==> config.mk <==
export PLATFORM = sky130hd
export DESIGN_NAME = binomial_coefficient_unit
export DESIGN_NICKNAME = d
export VERILOG_FILES = /design/src/rtl/bcu_pkg.sv /design/src/rtl/bcu_muldiv.sv /design/src/rtl/binomial_coefficient_unit.sv
export SDC_FILE = /design/constraint.sdc
export NUM_CORES = 1
export LEC_CHECK = 0
export ABC_AREA = 1
export BUFFER_PORTS_ARGS = -buffer_cell sky130_fd_sc_hd__buf_2
export CAP_MARGIN = 20
export CORE_MARGIN = 2
export CORE_UTILIZATION = 40
export DETAILED_ROUTE_END_ITERATION = 6
export PLACE_DENSITY_LB_ADDON = 0.25
export SYNTH_ARGS = -nofsm -noshare
export SYNTH_HDL_FRONTEND = slang
export SYNTH_SLANG_ARGS = --single-unit
==> constraint.sdc <==
create_clock -name clk_i -period 7.06 [get_ports clk_i]
set_input_delay 0.706 -clock clk_i [delete_from_list [all_inputs] [get_ports clk_i]]
set_output_delay 0.706 -clock clk_i [all_outputs]
set_load 0.02 [all_outputs]
==> src/rtl/bcu_pkg.sv <==
package bcu_pkg;

  // Field widths
  localparam int unsigned NW      = 6;
  localparam int unsigned BinW    = 60;
  localparam int unsigned InDataW = 16;
  localparam int unsigned OutDataW = 64;

  // Largest accepted set size
  localparam int unsigned MaxN = 63;

  // Per-step factor width and widened product width
  localparam int unsigned FacW  = 12;
  localparam int unsigned ProdW = 76;

  // Iteration counts of the shared unit
  localparam int unsigned MulSteps = FacW;
  localparam int unsigned DivSteps = ProdW;
  localparam int unsigned CntW     = $clog2(DivSteps);

  // Operands handed to the multiply/divide unit
  typedef struct packed {
    logic [BinW-1:0] value;
    logic [FacW-1:0] num;
    logic [FacW-1:0] den;
  } bcu_op_t;

endpackage

==> src/rtl/bcu_muldiv.sv <==
module bcu_muldiv (
  input  logic                   clk_i,
  input  logic                   rst_ni,
  input  logic                   start_i,
  input  bcu_pkg::bcu_op_t       op_i,
  output logic                   done_o,
  output logic [bcu_pkg::BinW-1:0] quot_o
);
  import bcu_pkg::*;

  typedef enum logic [2:0] {
    PH_IDLE = 3'b001,
    PH_MUL  = 3'b010,
    PH_DIV  = 3'b100
  } phase_e;

  phase_e            phase_q, phase_d;
  logic [CntW-1:0]   cnt_q, cnt_d;
  logic              done_q, done_d;
  logic [ProdW-1:0]  acc_q, acc_d;
  logic [FacW-1:0]   rem_q, rem_d;
  logic [BinW-1:0]   mcand_q, mcand_d;
  logic [FacW-1:0]   mplier_q, mplier_d;
  logic [FacW-1:0]   den_q, den_d;

  logic [ProdW-1:0]  addend;
  logic [FacW:0]     trial;
  logic [FacW-1:0]   diff;
  logic              fits;

  // Shift-add partial product and restoring divide trial
  assign addend = mplier_q[FacW-1] ? {{(ProdW-BinW){1'b0}}, mcand_q} : '0;
  assign trial  = {rem_q, acc_q[ProdW-1]};
  assign diff   = trial[FacW-1:0] - den_q;
  assign fits   = (trial >= {1'b0, den_q});

  // Sequence multiply bits MSB first, then quotient bits MSB first
  always_comb begin
    phase_d  = phase_q;
    cnt_d    = cnt_q;
    done_d   = 1'b0;
    acc_d    = acc_q;
    rem_d    = rem_q;
    mcand_d  = mcand_q;
    mplier_d = mplier_q;
    den_d    = den_q;
    case (phase_q)
      PH_IDLE: begin
        if (start_i) begin
          acc_d    = '0;
          rem_d    = '0;
          mcand_d  = op_i.value;
          mplier_d = op_i.num;
          den_d    = op_i.den;
          cnt_d    = CntW'(MulSteps - 1);
          phase_d  = PH_MUL;
        end
      end
      PH_MUL: begin
        acc_d    = {acc_q[ProdW-2:0], 1'b0} + addend;
        mplier_d = {mplier_q[FacW-2:0], 1'b0};
        cnt_d    = cnt_q - CntW'(1);
        if (cnt_q == '0) begin
          cnt_d   = CntW'(DivSteps - 1);
          phase_d = PH_DIV;
        end
      end
      PH_DIV: begin
        rem_d = fits ? diff : trial[FacW-1:0];
        acc_d = {acc_q[ProdW-2:0], fits};
        cnt_d = cnt_q - CntW'(1);
        if (cnt_q == '0) begin
          done_d  = 1'b1;
          phase_d = PH_IDLE;
        end
      end
      default: begin
        phase_d = PH_IDLE;
      end
    endcase
  end

  always_ff @(posedge clk_i or negedge rst_ni) begin
    if (!rst_ni) begin
      phase_q <= PH_IDLE;
      cnt_q   <= '0;
      done_q  <= 1'b0;
    end else begin
      phase_q <= phase_d;
      cnt_q   <= cnt_d;
      done_q  <= done_d;
    end
  end

  always_ff @(posedge clk_i) begin
    acc_q    <= acc_d;
    rem_q    <= rem_d;
    mcand_q  <= mcand_d;
    mplier_q <= mplier_d;
    den_q    <= den_d;
  end

  assign done_o = done_q;
  assign quot_o = acc_q[BinW-1:0];

endmodule

==> src/rtl/binomial_coefficient_unit.sv <==
// Binomial coefficient unit: returns the exact C(n,k) for a 6-bit n and k.
// Input stream: s_axis carries one item {k, n}; it is taken when tvalid and
// tready are both high. tready is high only while the unit is idle.
// Output stream: m_axis carries one 60-bit result per input item, held in an
// output register until the receiver takes it.
// The value starts at 1 and runs ceil(k/2) steps; each step multiplies by a
// falling pair of factors and divides exactly by a rising pair (one factor
// each in the last step when k is odd). Each step goes through one shared
// shift-add multiplier / restoring divider, which runs the multiply bits and
// then the quotient bits, with setup and handoff states around it.
// When k exceeds n the result is zero, and when k is zero it is one; both
// skip the shared unit and go straight to the done state. One item at a
// time: the unit returns to idle and takes the next item only after the
// result is loaded into the output register.
// A stalled receiver holds the result; a finished next result then waits
// inside the unit and no new item is taken until the register frees up.
// Reset clears the sequencer and the output valid; no item is in flight.
module binomial_coefficient_unit #(
  parameter int unsigned MaxN = bcu_pkg::MaxN
) (
  input  logic                            clk_i,
  input  logic                            rst_ni,
  input  logic                            s_axis_tvalid,
  output logic                            s_axis_tready,
  // [5:0] total_items, [11:6] chosen_items, [15:12] zero
  input  logic [bcu_pkg::InDataW-1:0]     s_axis_tdata,
  output logic                            m_axis_tvalid,
  input  logic                            m_axis_tready,
  // [59:0] binomial, [63:60] zero
  output logic [bcu_pkg::OutDataW-1:0]    m_axis_tdata
);
  import bcu_pkg::*;

  typedef enum logic [4:0] {
    ST_IDLE  = 5'b00001,
    ST_SETUP = 5'b00010,
    ST_START = 5'b00100,
    ST_WAIT  = 5'b01000,
    ST_DONE  = 5'b10000
  } state_e;

  state_e          state_q, state_d;
  logic [NW-1:0]   top_q, top_d;
  logic [NW-1:0]   bot_q, bot_d;
  logic [NW-1:0]   left_q, left_d;
  logic            odd_q, odd_d;
  logic [BinW-1:0] value_q, value_d;
  logic [FacW-1:0] num_q, num_d;
  logic [FacW-1:0] den_q, den_d;
  logic            out_valid_q, out_valid_d;
  logic [BinW-1:0] out_data_q, out_data_d;

  logic [NW-1:0]   in_n;
  logic [NW-1:0]   in_k;
  logic [NW-1:0]   in_steps;
  logic            accept;
  logic            single;
  logic [FacW-1:0] top_pair;
  logic [NW:0]     bot_next;
  logic [FacW-1:0] bot_pair;
  logic            unit_start;
  logic            unit_done;
  logic [BinW-1:0] unit_quot;
  bcu_op_t         unit_op;
  logic            load_out;

  assign in_n     = s_axis_tdata[NW-1:0];
  assign in_k     = s_axis_tdata[2*NW-1:NW];
  assign in_steps = NW'(({1'b0, in_k} + (NW+1)'(1)) >> 1);
  assign accept   = s_axis_tvalid && s_axis_tready;

  // Form the step factors
  assign single   = odd_q && (left_q == NW'(1));
  assign top_pair = {{(FacW-NW){1'b0}}, top_q} * {{(FacW-NW){1'b0}}, top_q - NW'(1)};
  assign bot_next = {1'b0, bot_q} + (NW+1)'(1);
  assign bot_pair = {{(FacW-NW-1){1'b0}}, bot_next} * {{(FacW-NW){1'b0}}, bot_q};

  assign load_out = (state_q == ST_DONE) && (!out_valid_q || m_axis_tready);

  // Sequence the steps over the shared unit
  always_comb begin
    state_d = state_q;
    top_d   = top_q;
    bot_d   = bot_q;
    left_d  = left_q;
    odd_d   = odd_q;
    value_d = value_q;
    num_d   = num_q;
    den_d   = den_q;
    case (state_q)
      ST_IDLE: begin
        if (accept) begin
          top_d  = in_n;
          bot_d  = NW'(1);
          left_d = in_steps;
          odd_d  = in_k[0];
          if (({26'b0, in_n} > 32'(MaxN)) || (in_k > in_n)) begin
            value_d = '0;
            state_d = ST_DONE;
          end else if (in_k == '0) begin
            value_d = BinW'(1);
            state_d = ST_DONE;
          end else begin
            value_d = BinW'(1);
            state_d = ST_SETUP;
          end
        end
      end
      ST_SETUP: begin
        num_d   = single ? {{(FacW-NW){1'b0}}, top_q} : top_pair;
        den_d   = single ? {{(FacW-NW){1'b0}}, bot_q} : bot_pair;
        state_d = ST_START;
      end
      ST_START: begin
        state_d = ST_WAIT;
      end
      ST_WAIT: begin
        if (unit_done) begin
          value_d = unit_quot;
          top_d   = top_q - NW'(2);
          bot_d   = bot_q + NW'(2);
          left_d  = left_q - NW'(1);
          state_d = (left_q == NW'(1)) ? ST_DONE : ST_SETUP;
        end
      end
      ST_DONE: begin
        if (load_out) begin
          state_d = ST_IDLE;
        end
      end
      default: begin
        state_d = ST_IDLE;
      end
    endcase
  end

  // Hold the result until the receiver takes it
  always_comb begin
    out_valid_d = out_valid_q;
    out_data_d  = out_data_q;
    if (m_axis_tready) begin
      out_valid_d = 1'b0;
    end
    if (load_out) begin
      out_valid_d = 1'b1;
      out_data_d  = value_q;
    end
  end

  always_ff @(posedge clk_i or negedge rst_ni) begin
    if (!rst_ni) begin
      state_q     <= ST_IDLE;
      out_valid_q <= 1'b0;
    end else begin
      state_q     <= state_d;
      out_valid_q <= out_valid_d;
    end
  end

  always_ff @(posedge clk_i) begin
    top_q      <= top_d;
    bot_q      <= bot_d;
    left_q     <= left_d;
    odd_q      <= odd_d;
    value_q    <= value_d;
    num_q      <= num_d;
    den_q      <= den_d;
    out_data_q <= out_data_d;
  end

  // Shared multiply / exact divide unit
  assign unit_start    = (state_q == ST_START);
  assign unit_op.value = value_q;
  assign unit_op.num   = num_q;
  assign unit_op.den   = den_q;

  bcu_muldiv u_muldiv (
    .clk_i   (clk_i),
    .rst_ni  (rst_ni),
    .start_i (unit_start),
    .op_i    (unit_op),
    .done_o  (unit_done),
    .quot_o  (unit_quot)
  );

  assign s_axis_tready = (state_q == ST_IDLE);
  assign m_axis_tvalid = out_valid_q;
  assign m_axis_tdata  = {{(OutDataW-BinW){1'b0}}, out_data_q};

endmodule
Word level (Yosys, flattened, before mapping)
Index checks and enable logic that the tools add are counted.
{"block": "totals", "ff_bits": 352, "input_bits": 20, "output_inout_bits": 66, "elab_cells": 109}
{"block": "op_classes", "add_sub_neg": 9, "mul": 2, "n_lt_le_gt_ge": 2, "n_eq_ne": 15, "mux": 41, "n_reduce_logical": 20}
{"op": "$pmux W76 S3", "n": 1}
{"op": "$mux W60", "n": 3}
{"op": "$pmux W60 S2", "n": 1}
{"op": "$add A76 B76 Y76", "n": 1}
{"op": "$mux W76", "n": 1}
{"op": "$mux W6", "n": 8}
{"op": "$pmux W12 S2", "n": 2}
{"op": "$mux W12", "n": 3}
{"op": "$pmux W6 S2", "n": 3}
{"op": "$mux W5", "n": 6}
{"op": "$pmux W5 S5", "n": 1}
{"op": "$pmux W7 S3", "n": 1}
{"op": "$add A6 B1 Y7 const B", "n": 2}
{"op": "$mux W7", "n": 2}
{"op": "$ge A13 B12 Y1", "n": 1}
{"op": "$mul A6 B6 Y12", "n": 1}
{"op": "$mul A7 B6 Y12", "n": 1}
{"op": "$sub A12 B12 Y12", "n": 1}
{"op": "$sub A6 B1 Y6 const B", "n": 2}
{"op": "$ne A2 B1 Y1 const B", "n": 5}
{"op": "$reduce_and A2 Y1", "n": 5}
{"op": "$mux W3", "n": 3}
{"op": "$pmux W3 S3", "n": 1}
{"op": "$reduce_and A3 Y1", "n": 3}
{"op": "22 further kinds", "n": 31}

Logic depth before layout (Yosys ltp)
{"block": "depth", "word_depth": 5, "ltp_mapped": 23, "depth_no_buf": 23}

Hierarchy
Synthesis repeated with hierarchy kept, for this count alone.
{"block": "unflattened", "cells_unflattened": 2894, "hier_area_um2": 23356.2}
{"mod": "bcu_muldiv", "instances": 1, "cells_per_inst": 2113, "area_each_um2": 14611.5, "seq_area_each_um2": 5441.5}
{"mod": "binomial_coefficient_unit", "instances": 1, "cells_per_inst": 781, "area_each_um2": 8744.6, "seq_area_each_um2": 5016.1}

Least setup slack after synthesis
OpenSTA, ideal clock, no wires.
{"block": "synth_timing", "path_type": "reg2reg", "start": "register state_q[0]", "end": "register bot_q[1], enable pin", "setup_time_ps": 512, "arrival_time_ps": 4534, "required_time_ps": 6548, "slack_ps": 2014, "stages_incl_launch_ff": 5, "path_buffers": 0, "period_less_slack_ps": 5046, "path_cell_list": "dfstp_2 -> inv_1 -> nor4_2 -> nor2_1 -> nor2_1"}
{"block": "synth_via", "elab_chain_len": 4, "word_cells_on_any_way": 7, "cone_classes": "4 x eq/ne; 3 x reduce/logical"}
{"element": "start, declared", "line_no": "binomial_coefficient_unit.sv:42", "rtl": "state_e state_q, state_d;"}
{"element": "start signal, assigned", "line_no": "binomial_coefficient_unit.sv:155", "rtl": "state_q <= state_d;"}
{"element": "$eq A5 B1 Y1 (*)", "line_no": "binomial_coefficient_unit.sv:186", "rtl": "assign s_axis_tready = (state_q == ST_IDLE);"}
{"element": "named net s_axis_tready", "line_no": "binomial_coefficient_unit.sv:24", "rtl": "output logic s_axis_tready,"}
{"element": "$logic_and A1 B1 Y1", "line_no": "binomial_coefficient_unit.sv:70", "rtl": "assign accept = s_axis_tvalid && s_axis_tready;"}
{"element": "$ne A2 B1 Y1 (no line)"}
{"element": "$reduce_and A3 Y1 (no line) (*)"}
{"element": "end signal, assigned", "line_no": "binomial_coefficient_unit.sv:162", "rtl": "bot_q <= bot_d;"}
{"element": "end, declared", "line_no": "binomial_coefficient_unit.sv:44", "rtl": "logic [NW-1:0] bot_q, bot_d;"}
The timed path passes the listed nets; every way through them passes the cells marked *.
A chain may end at the register's enable or synchronous reset.

Worst setup path in the final report
{"block": "layout_timing", "start": "register top_q[2]", "end": "register num_q[10], data pin"}
{"block": "layout_via", "elab_chain_len": 2}
{"element": "start, declared", "line_no": "binomial_coefficient_unit.sv:43", "rtl": "logic [NW-1:0] top_q, top_d;"}
{"element": "start signal, assigned", "line_no": "binomial_coefficient_unit.sv:161", "rtl": "top_q <= top_d;"}
{"element": "$sub A6 B1 Y6", "line_no": "binomial_coefficient_unit.sv:74", "rtl": "assign top_pair = {{(FacW-NW){1'b0}}, top_q} * {{(FacW-NW){1'b0}}, top_q - NW'(1)};"}
{"element": "$mul A6 B6 Y12 (*)", "line_no": "binomial_coefficient_unit.sv:74"}
{"element": "end signal, assigned", "line_no": "binomial_coefficient_unit.sv:166", "rtl": "num_q <= num_d;"}
{"element": "end, declared", "line_no": "binomial_coefficient_unit.sv:48", "rtl": "logic [FacW-1:0] num_q, num_d;"}
Every way passes the cells marked *; elsewhere a longest branch is shown, timed or not.

==> run_results.csv <==
group,metric,value,unit
global_routing,antenna_found_initial,0,
sta,fmaxAchievable,199,MHz
route,routedWlPerCell,15.3,um
route,dr.first_iter.drc_count,1101,
sta,worstMarginPinSlew,1.06,ns
yosys,synth_edf_count,334,
sta,skew,0.0273,ns
worst_setup_path,cp_top_family,"adder cells",
global_routing,grt.busiest_layer,"met2",
cts,cts_setup_buffers,0,
placement,dp_cells,3594,
yosys,synth.most_common_cell,"nand2_1",
worst_setup_path,worst_path_most_repeated_cell,"nand2_1",
yosys,synthDistinctLibCells,51,
cts,clockBufferDepth,3,
layout,final-instance-count-excl-fill,3668,
yosys,async_flop_share,4.84,%
floorplanning,core,55300,um^2
power_and_ir_drop,clkPwrFrac,21.4,%
power_and_ir_drop,vdd_drop_max,0.325,mV
sta,period_needed,5.01,ns
global_routing,overflow,0,
worst_setup_path,critPathLaunchType,"flop",
worst_setup_path,cp_num_buf_inv,4,
power_and_ir_drop,power_leakage,0.0121,uW
yosys,yosysTopAreaCellShare,44.7,%
layout,num_antenna_cells,0,
job,maxCapViolations,0,
sta,rsz0062_at_grt,"no",
floorplanning,die-area,58000,um^2
route,ant_nets,0,
cts,post_cts_resized,0,
sta,period_share,71.0,%
floorplanning,ios,86,
sta,fin_tns_setup,0,ns
worst_setup_path,path_cells,"inv_1 > ha_1 > nand3_1 > inv_1 > o21ai_0 > ha_1 > inv_1 > nand2_1 > fa_1 > fa_1 > fa_1 > inv_1 > ha_1 > a21oi_1 > nand2_1 > nand2_1 > nand2_1 > a21oi_1 > nor2_1 > o21ai_0 > nand3_1 > nand2_1 > nor2_1",
yosys,synth.area.top_cells,"edfxtp_1, nand2_1, inv_1, ha_1, nor2_1",
layout,drive_gt1_share,6.54,%
outcome,run_status,"completed",
global_routing,met1_usage,26.1,%
sta,fin_hold_ws,0.0440,ns
power_and_ir_drop,power.switching,4220,uW
placement,place_area,23700,um^2
cts,cts.clk_slew.worst_paths,0.06,ns
yosys,synth_seq_cells,351,
yosys,synthFlopType,"edfxtp_1",
floorplanning,rows,86,
min_path,min-delay-path-class,"primary input to async pin",
worst_setup_path,crit_type,"flop to flop",
cts,hold_buffers,0,
yosys,seq_area_frac_synth,46.6,%
worst_setup_path,worst_setup_path_end_kind,"flop",
power_and_ir_drop,comb_power_share,43.9,%
yosys,avgSynthCellArea,8.01,um^2
layout,fill_cells,5633,
power_and_ir_drop,switching_share,40.5,%
sta,hold_viol,0,
cts,clock_sinks,351,
floorplanning,fp.dieH,241,um
sta,slew_headroom,29.2,%
power_and_ir_drop,power_frac_seq,34.7,%
layout,fin_area,25100,um^2
global_routing,first_global_vias,17300,
yosys,netlist_area,22400,um^2
power_and_ir_drop,p_per_area,415,nW/um^2
power_and_ir_drop,intPower,6210,uW
worst_setup_path,cp.required,7.39,ns
global_routing,met3_usage,3.21,%
cts,clk_latency,0.58,ns
worst_setup_path,critPathArrivalTime,5.34,ns
cts,cts_inserted_buffers,41,
yosys,synth_area_leader_cell,"edfxtp_1",
placement,dpl.hpwl,42.3,mm
worst_setup_path,reg2reg_slack,2.05,ns
sta,finalMaxSlewViolations,0,
layout,fin_util,45.4,%
yosys,synth_common_cells,"nand2_1, inv_1, edfxtp_1",
route,via_per_inst,4.77,
global_routing,grt_max_degree,82,
worst_setup_path,crit_fanout,6,
layout,final_nets,3079,
route,drc,0,
yosys,yosysWarnings,0,
worst_setup_path,slowest_delay,0.54,ns
cts,cts_root_buffer,"clkbuf_16",
worst_setup_path,slowest_stage,"fa_1",
global_routing,grt_use_total,19.9,%
global_routing,grt_pass1_wl,90.9,mm
global_routing,met2_usage,33.6,%
placement,port_buffers,77,
layout,area_delta_synth_final,11.9,%
sta,setup_viol,0,
placement,finalWeightedCongestion,0.959,
cts,cts_tree,"done",
floorplanning,initial_core_util,40.5,%
floorplanning,fp.dieW,241,um
cts,htreeDepth,2,
route,first_pass_iters,5,
route,via_count,17500,
route,drt_wl_total,56.3,mm
yosys,synth_cells,2798,
## layout by cell type (no fill, tap or decap), types with 10 or more instances in the layout
cell	Yosys	final
nand2_1	832	832
inv_1	571	570
edfxtp_1	334	334
nor2_1	312	308
ha_1	137	137
nand3_1	121	121
a21oi_1	118	118
o21ai_0	93	93
buf_2	4	77
clkbuf_16	0	41
fa_1	33	33
o22ai_1	19	19
nor3_1	18	18
xor2_1	17	17
o21ai_1	16	16
dfrtp_1	15	15
nand4_1	12	12
buf_4	4	12
o21bai_1	11	11
inv_2	9	10
nand3b_1	10	10
xnor2_1	10	10
## final cells by class
class | count | area [um^2] | share of cell area, %
clock buffers | 45 | 1040 | 4.15
clock inverters | 29 | 370 | 1.48
inverters | 581 | 2180 | 8.69
multi-input cells | 1825 | 9630 | 38.4
flip-flops and latches | 351 | 10500 | 41.7
well taps | 748 | 936 | 3.73
repair buffers | 89 | 475 | 1.89
## worst paths after layout
| check | startpoint | endpoint | depth (start not counted) |
|---|---|---|---|
| max | top_q[2] | num_q[10] | 23 |
| min | rst_ni | m_axis_tvalid | 1 |
| max reg2reg | top_q[2] | num_q[10] | 23 |
| min reg2reg | den_q[2] | u_muldiv.den_q[2] | 0 |
| max in group asynchronous | rst_ni | state_q[0] | 1 |
| min in group clk_i | s_axis_tdata[6] | odd_q | 1 |
## stage by stage
stage                     setup WS (ns)  total power (uW)
after floorplan                    2.01              7080
after global placement             2.07              8160
after detailed placement           2.03              8270
after CTS                          2.02             10600
after global routing               1.59             11400
final                              2.05             10400
## registers in the layout (all words and copies together) (netlist names)
signal and cells:
out_data_q 60, top_q 6, value_q 60, left_q 6, u_muldiv.mplier_q 12, u_muldiv.den_q 12
u_muldiv.phase_q 3, u_muldiv.acc_q 76, m_axis_tvalid 1, odd_q 1, u_muldiv.cnt_q 7, num_q 12
u_muldiv.rem_q 12, den_q 12, u_muldiv.done_o 1, u_muldiv.mcand_q 60, state_q 5, bot_q 5
## per-layer routing
metal  up-vias  share of wire [%]  wire, um
li1       9027                  -         -
met1      8050                 46     26100
met2       317                 46     26000
met3       104                4.1      2330
met4         0                3.2      1820
met5         -                  0         0
## worst register-to-register path, stage by stage (launching register included)
cell and delay, ns:
edfxtp_1 0.49, inv_1 0.23, ha_1 0.25, nand3_1 0.11, inv_1 0.08, o21ai_0 0.08
ha_1 0.34, inv_1 0.10, nand2_1 0.07, fa_1 0.52, fa_1 0.52, fa_1 0.54
inv_1 0.04, ha_1 0.34, a21oi_1 0.14, nand2_1 0.09, nand2_1 0.07, nand2_1 0.05
a21oi_1 0.20, nor2_1 0.06, o21ai_0 0.22, nand3_1 0.11, nand2_1 0.07, nor2_1 0.04
## power by group through the flow
stage               clock network (uW)  registers (uW)  logic, uW
floorplan                            0            3640       3440
detailed placement                   0            3660       4600
global placement                     0            3640       4530
CTS                               2290            3630       4650
finish                            2230            3620       4570
global route                      2370            3690       5390
## cell families (layout without fill, tap and decap cells)
family,count (synthesis),after routing,share of synthesized area [%]
AO/OA/AOI/OAI,276,276,6.73
XOR/XNOR,27,27,1.05
adder cells (fa/ha/maj),170,170,10.6
buffers and inverters,625,744,10.6
flip-flops,351,351,46.6
other,1,4,0.0167
AND/OR/NAND/NOR,1348,1348,24.4
Note: power is estimated with default switching activity, not from simulation.
